--- src/hdl/spr_ram.sv ---
`default_nettype none
module spr_ram #(
    parameter int WIDTH = 16,
    parameter int DEPTH = 264
) (
    input  wire logic                     clk,
    input  wire logic                     wr_en,
    input  wire logic [$clog2(DEPTH)-1:0] wr_addr,
    input  wire logic [WIDTH-1:0]         wr_data,
    input  wire logic [$clog2(DEPTH)-1:0] rd_addr,
    output logic [WIDTH-1:0]              rd_data
);
    logic [WIDTH-1:0] mem [DEPTH];

    always_ff @(posedge clk)
    begin
        if (wr_en)
            mem[wr_addr] <= wr_data;
        rd_data <= mem[rd_addr];
    end
endmodule
`default_nettype wire

--- config.mk ---
export PLATFORM = sky130hd
export DESIGN_NAME = spr_ram
export DESIGN_NICKNAME = d
export VERILOG_FILES = /design/src/hdl/spr_ram.sv
export SDC_FILE = /design/constraint.sdc
export NUM_CORES = 2
export LEC_CHECK = 0
export BUFFER_PORTS_ARGS = -buffer_cell sky130_fd_sc_hd__buf_2
export CORE_MARGIN = 2
export CORE_UTILIZATION = 30
export CTS_BUF_LIST = sky130_fd_sc_hd__clkbuf_2 sky130_fd_sc_hd__clkbuf_4 sky130_fd_sc_hd__clkbuf_8
export CTS_CLUSTER_DIAMETER = 120
export DETAILED_ROUTE_END_ITERATION = 6
export PLACE_DENSITY_LB_ADDON = 0.05
export SETUP_SLACK_MARGIN = 0.1
export SLEW_MARGIN = 20
export SYNTH_ARGS = -nofsm -noshare
export SYNTH_HDL_FRONTEND = slang
export SYNTH_MEMORY_MAX_BITS = 65536
export SYNTH_SLANG_ARGS = --single-unit
--- constraint.sdc ---
create_clock -name clk -period 8.2 [get_ports clk]
set_input_delay 1.64 -clock clk [delete_from_list [all_inputs] [get_ports clk]]
set_output_delay 1.64 -clock clk [all_outputs]
set_load 0.01 [all_outputs]
==> impl_metrics.csv <==
group,metric,value,unit
run_status,status,"finished clean",
sta,period_needed,4.95,ns
worst_setup_path,cpPeakStageDelay,1.19,ns
final_layout,multi_input_area,34300,um2
logic_synthesis,synthFlopType,"edfxtp_1",
logic_synthesis,synth_area,163000,um2
sta,finalMaxSlewViolations,0,
cts,cts_sinks,4240,
sta,rsz0062_at_grt,"false",
sta,final.setup.tns,0,ns
cts,cts_setup_buffers,0,
sta,skew,0.0814,ns
routing,wl_per_cell,38.4,um
worst_setup_path,crit_path_top_delay_cell,"nor4_1",
logic_synthesis,synth-seq-area-share,78.1,%
sta,slew_headroom,10.4,%
routing,viasPerCell,5.24,
logic_synthesis,synth_edf_count,4224,
final_layout,fin_area,190000,um2
final_layout,area_delta_synth_final,16.4,%
cts,cts_buffer_depth,4,
floorplanning,die_w,741,um
cts,clk_pin_slew,0.06,ns
cts,cts_tree,"built",
power,power_frac_clock,41.9,%
global_route,grt_pass1_vias,85798,
final_layout,mostFrequentLayoutCells,"edfxtp_1, mux4_2, clkbuf_8",
final_layout,final_common_cell,"edfxtp_1",
placed_design,gp_congestion,0.843,
floorplanning,die_area,549000,um2
cts,post_cts_resized,0,
min_path,hold_class,"input port to register",
min_path,worstHoldPathCells,1,
cts,clockRootBuffer,"clkbuf_8",
global_route,grt-ovfl-total,0,
routing,dr.pass1.iters,5,
sta,fin_crit_sh,60.4,%
placed_design,placed_area,175000,um2
placed_design,place_ws,2.00,ns
logic_synthesis,yosys_warnings,0,
global_route,grt_max_degree,152,
cts,insertion_delay,1.33,ns
floorplanning,pin_count,52,
logic_synthesis,ys_ff_latch,4240,
worst_setup_path,crit_chain,"buf_8 -> buf_4 -> or3_1 -> o22ai_1 -> nor4_1 -> a22oi_1 -> a32o_1 -> a31oi_1",
logic_synthesis,async_flop_share,0,%
floorplanning,initial_core_util,30.1,%
worst_setup_path,cp_max_fo,36,
cts,cts_buffers,753,
routing,drt-initial-drc-count,10213,
sta,postLayoutSetupSlackWorst,3.25,ns
power,combPwrFrac,5.7,%
worst_setup_path,crit_arrival,6.20,ns
power,p_sw,11.0,mW
worst_setup_path,cp.required,9.45,ns
logic_synthesis,synth.avg_cell_area,21.7,um2
logic_synthesis,ys_types,64,
sta,setup_violations,0,
routing,dr_total_vias,84959,
run,maxCapViolCount,0,
final_layout,fill_cells,50526,
final_layout,nets,8432,
global_route,antenna_found_initial,83,
global_route,grt_pass1_wl,823,mm
final_layout,seq_area,127000,um2
sta,finalHoldViolCount,0,
sta,holdWs,0.774,ns
cts,htree_levels,6,
logic_synthesis,syn_nets,7549,
worst_setup_path,crit_type,"input port to register",
sta,fmax,202,MHz
global_route,grt.total_usage,22.2,%
power,ir_drop,161,uV
floorplanning,core-area,541000,um2
worst_setup_path,rr_worst_depth,7,
worst_setup_path,critical_path.startpoint_type,"input port",
worst_setup_path,critPathCaptureType,"register",
routing,drc,0,
routing,wirelength,623,mm
final_layout,drive_gt1_share,32.8,%
logic_synthesis,postSynthCellCount,7513,
power,internal_power,34.6,mW
cts,hold_buffers,0,
floorplanning,die_y,741,um
routing,drtAntennaViolNets,0,
placed_design,numPortBuffers,51,
power,pwr_density_cell,241,nW/um2
power,swShare,24.1,%
power,p_leak,59.4,nW
floorplanning,fp-row-count,270,
placed_design,dp_hpwl,393,mm
power,pwr-share-seq,52.4,%
sta,worstMarginPinSlew,1.33,ns
cell usage after synthesis (89+ instances only):
cell type,instances,area [um2]
edfxtp_1,4224,127000
mux4_2,887,20000
mux2i_1,453,4530
nor2_1,331,1240
nand2_1,167,627
a22oi_1,166,1250
clkbuf_1,156,586
a21oi_1,133,666
buf_2,121,606
o22ai_1,100,626
nand3_1,97,485
o221ai_1,89,780
metal layers:
metal,GRT usage [%],vias to the layer above,share of wire (%)
li1,-,33733,-
met1,32.5,47365,46
met2,35.0,3088,46
met3,3.56,755,5.9
met4,4.68,18,2.1
met5,0,-,0.019
cell families (layout without fill, tap and decap cells):
group	after synthesis	in the layout	share of synthesized area (%)
AO/OA/AOI/OAI	701	701	3.01
buffers and inverters	437	1895	1.60
flip-flops	4240	4240	78.1
multiplexers	1361	1361	15.2
other	0	45	0
AND/OR/NAND/NOR	774	774	2.13
per-stage QoR:
step	util, %	std cells	total power [mW]
final	35.1	16224	45.7
after global routing	35.0	16202	47.1
after detailed placement	32.4	14849	27.0
after CTS	35.0	16179	46.2
after floorplan	-	7513	25.4
after global placement	32.4	14844	27.0
critical path: cells and delay by family:
family	cells	cell delay, ns
AO/OA/AOI/OAI	4	1.47
buffers and inverters	2	1.00
AND/OR/NAND/NOR	2	1.82
path summary, 6_finish.rpt:
check	slack, ns	endpoint	startpoint
hold reg to reg	1.04	rd_data[6]	mem[163][6]
setup / recovery	3.25	rd_data[7]	rd_addr[2]
setup reg to reg	4.67	rd_data[1]	mem[174][1]
hold / removal	0.77	mem[145][14]	wr_data[14]
area by class of cell:
cell class | count | area share (%)
flip-flops and latches | 4240 | 67.1
multi-input cells | 2836 | 18.1
clock buffers | 1027 | 6.59
well taps | 7208 | 4.76
repair buffers | 562 | 2.54
clock inverters | 303 | 0.909
diodes | 45 | 0.0594
inverters | 3 | 0.0112
power groups by stage:
stage	Sequential, mW	Clock (mW)	Combinational, mW
2_1_floorplan	24.3	0	1.11
3_3_place_gp	24.4	0	2.61
3_5_place_dp	24.4	0	2.63
4_1_cts	23.9	19.6	2.63
5_1_grt	23.9	20.5	2.68
6_report	23.9	19.1	2.58
flip-flops by register name, indices dropped and copies added, names as in the netlist:
signal / flops
mem: 4224
rd_data: 16
(Power assumes the default switching activity.)
