===== config.mk =====
export PLATFORM = sky130hd
export DESIGN_NAME = spr_mac
export DESIGN_NICKNAME = d
export VERILOG_FILES = /design/src/hdl/spr_mac.sv
export SDC_FILE = /design/constraint.sdc
export NUM_CORES = 2
export LEC_CHECK = 0
export BUFFER_PORTS_ARGS = -buffer_cell sky130_fd_sc_hd__buf_2
export CAP_MARGIN = 20
export CORE_MARGIN = 4
export CORE_UTILIZATION = 45
export DETAILED_ROUTE_END_ITERATION = 10
export PLACE_DENSITY = 0.62
export REMOVE_ABC_BUFFERS = 1
export SLEW_MARGIN = 30
export SYNTH_ARGS = -nofsm -noshare
export SYNTH_HDL_FRONTEND = slang
export SYNTH_SLANG_ARGS = --single-unit

===== constraint.sdc =====
create_clock -name clk -period 23.8 [get_ports clk]
set_input_delay 4.76 -clock clk [delete_from_list [all_inputs] [get_ports clk]]
set_output_delay 4.76 -clock clk [all_outputs]
set_load 0.005 [all_outputs]

===== src/hdl/spr_mac.sv =====
`default_nettype none
// Interpolates one coefficient per cycle and accumulates both channels.
module spr_mac (
    input  wire logic               clk,
    input  wire logic               clear,
    input  wire logic               valid,
    input  wire logic signed [15:0] c0,
    input  wire logic signed [15:0] c1,
    input  wire logic [14:0]        frac,
    input  wire logic signed [15:0] hist_l,
    input  wire logic signed [15:0] hist_r,
    output logic signed [35:0]      acc_l,
    output logic signed [35:0]      acc_r
);
    logic signed [15:0] diff;
    logic signed [31:0] prod;
    logic signed [15:0] coef;
    logic signed [15:0] coef_reg;
    logic signed [15:0] hl_reg;
    logic signed [15:0] hr_reg;
    logic               valid_reg;
    logic signed [31:0] prod_l;
    logic signed [31:0] prod_r;

    always_comb
    begin
        diff = c1 - c0;
        prod = diff * $signed({1'b0, frac});
        coef = c0 + {prod[30:16], 1'b0};
        prod_l = hl_reg * coef_reg;
        prod_r = hr_reg * coef_reg;
    end

    always_ff @(posedge clk)
    begin
        coef_reg  <= coef;
        hl_reg    <= hist_l;
        hr_reg    <= hist_r;
        valid_reg <= valid;
        if (clear)
        begin
            acc_l <= '0;
            acc_r <= '0;
        end
        else if (valid_reg)
        begin
            acc_l <= acc_l + 36'(prod_l);
            acc_r <= acc_r + 36'(prod_r);
        end
    end
endmodule
`default_nettype wire


==> run_results.csv <==
group,metric,value,unit
status,status,"finished, final reports clean",
clocking,cts_tree,"done",
clocking,cts.sinks,121,
layout,regArea,2430,um^2
place,hpwl,71.6,mm
synthesis,ys_seq_area_share,6.69,%
layout,layout-drive-gt1-share,6.44,%
detailed_routing,routedWlPerCell,17.6,um
clocking,cts.reportedPaths.clkPinSlew,0.07,ns
clocking,cts_root_buf,"clkbuf_16",
global_routing,overflow,0,
timing,min_period,13.68,ns
clocking,cts_hold_buf,0,
critical_path,worstSetupStartpointType,"input pin",
global_routing,grt_max_degree,36,
critical_path,max_stage_delay,0.52,ns
synthesis,syn_area,36200,um^2
layout,fillers,7607,
timing,setup_viol,0,
clocking,cts_buffer_depth,2,
timing,drv_slew,0,
place,io_buffers,153,
min_path,hold_class,"reg2reg",
detailed_routing,vias,25443,
global_routing,grt_pass1_wl,147,mm
critical_path,worst_setup_path_end_kind,"flip-flop",
synthesis,synth_cell_types,74,
synthesis,synthesis.instances,3846,
timing,skew,0.0190,ns
critical_path,required,24.14,ns
timing,worstMarginPinSlew,0.990,ns
clocking,post_cts_buffers,0,
critical_path,worstSetupPathType,"in2reg",
clocking,clkLatencyLatePin,0.49,ns
layout,nets,5189,
critical_path,worstPathArrival,14.01,ns
floorplan,rows,103,
floorplan,die_w,292,um
synthesis,synth_edf_count,0,
layout,reg_top3,"acc_l: 36 flops, acc_r: 36 flops",
global_routing,grt.total_usage,21.7,%
synthesis,synthFlopType,"dfxtp_1",
detailed_routing,antenna_left,0,
detailed_routing,drtIter0Drc,1073,
floorplan,chipHeight,292,um
detailed_routing,via_per_inst,5.11,
layout,syn2layout_area_growth,6.83,%
detailed_routing,dr.pass1.iters,5,
layout,multiInputGateArea,30000,um^2
critical_path,cpMostUsedCell,"fa_1",
timing,setup_tns,0,ns
timing,hold_violations,0,
detailed_routing,totalWireLength,87.5,mm
timing,period_share,57.5,%
floorplan,core_area,79400,um^2
timing,rsz0062_at_grt,"false",
floorplan,die_area,85100,um^2
detailed_routing,drcViolationCount,0,
clocking,ctsResizeCount,0,
global_routing,grt_pass1_vias,27720,
floorplan,io_pins,154,
synthesis,yosys_warnings,0,
synthesis,async_reset_ff_share,0,%
place,gp_congestion,0.858,
critical_path,critPathMaxFanout,15,
clocking,htree_levels,4,
timing,max-slew-margin-rel,33.7,%
clocking,cts_buffers,17,
synthesis,synth-seq-cells,121,
floorplan,initial_core_util,45.6,%
timing,max_freq,73.1,MHz
flow_run,maxCapViolations,0,
global_routing,antenna_found_initial,5,
synthesis,syn_area_per_cell,9.42,um^2
critical_path,slowest_stage,"fa_1",
## through the flow
step           hold WS (ns)  area (um^2)  utilization [%]  worst slack [ns]  instances
2_1_floorplan         0.468        35700                -             10.48       3707
3_3_place_gp          0.487        38100             48.0              9.74       4945
3_5_place_dp          0.488        38100             48.0              9.55       4945
4_1_cts               0.497        38700             48.7             10.09       4976
5_1_grt               0.530        38700             48.7              9.43       4976
6_report              0.496        38700             48.7             10.12       4979
## per-layer routing
layer  track usage (%)  wire length [um]
met5                 0                27
met3              3.08              4000
met1              29.1             38000
met2              37.4             43600
met4              5.27              1870
## Yosys cell counts, types with 37 or more instances
master	count	area, um^2
dfxtp_1	121	2420
a21oi_1	78	390
nor2b_1	37	231
and2_1	281	1760
xnor2_1	77	674
nand2b_1	47	294
nand2_1	484	1820
nor2_1	105	394
ha_1	323	4040
inv_1	881	3310
clkbuf_1	131	492
fa_1	870	17400
a21o_1	40	300
## layout by cell type, fill, tap and decap left out, types with 37 or more instances in the layout
cell      netlist  final
fa_1          870    868
a21oi_1        78     78
dfxtp_1       121    117
nand2b_1       47     47
and2_1        281    281
inv_1         881    881
ha_1          323    323
a21o_1         40     40
nand2_1       484    484
nor2_1        105    105
xnor2_1        77     75
buf_2           2    152
nor2b_1        37     37
## cell families (layout without fill, tap and decap cells)
family | after synthesis | after routing | synth area share (%)
buffers and inverters | 1021 | 1101 | 10.6
xor gates and xnor gates | 110 | 110 | 2.66
AOI/OAI and AO/OA | 286 | 286 | 5.36
adders and majority gates | 1193 | 1193 | 59.2
muxes | 33 | 33 | 0.915
DFF | 121 | 121 | 6.69
and+or+nand+nor | 1082 | 1082 | 14.6
other | 0 | 3 | 0
## cell type report
class / count / area share [%]
timing repair buffer: 188 / 2.66
inverter: 882 / 8.55
multi-input combinational: 2704 / 77.5
tap: 1050 / 3.39
antenna: 3 / 0.0194
clock inverter: 14 / 0.479
sequential: 121 / 6.28
clock buffer: 17 / 1.10
## worst paths after layout
kind / from / endpoint / slack [ns] / depth (start not counted)
worst max-delay path: c0[0] / coef_reg[15]$_DFF_P_ / 10.12 / 39
worst min register to register: acc_l[7]$_SDFFE_PP0P_ / acc_l[7]$_SDFFE_PP0P_ / 0.50 / 2
worst max register to register: coef_reg[0]$_DFF_P_ / acc_r[35]$_SDFFE_PP0P_ / 16.54 / 18
worst min-delay path: acc_l[7]$_SDFFE_PP0P_ / acc_l[7]$_SDFFE_PP0P_ / 0.50 / 2
## critical path: cells and delay by family
family	cells	cell delay (ns)
and+or+nand+nor	5	0.73
AOI/OAI and AO/OA	13	2.73
buffers and inverters	5	0.48
adders and majority gates	11	4.63
xor gates and xnor gates	5	0.66
Power is not shown: default switching activity piles up to over one toggle a cycle in this logic, so the estimate is an artifact.
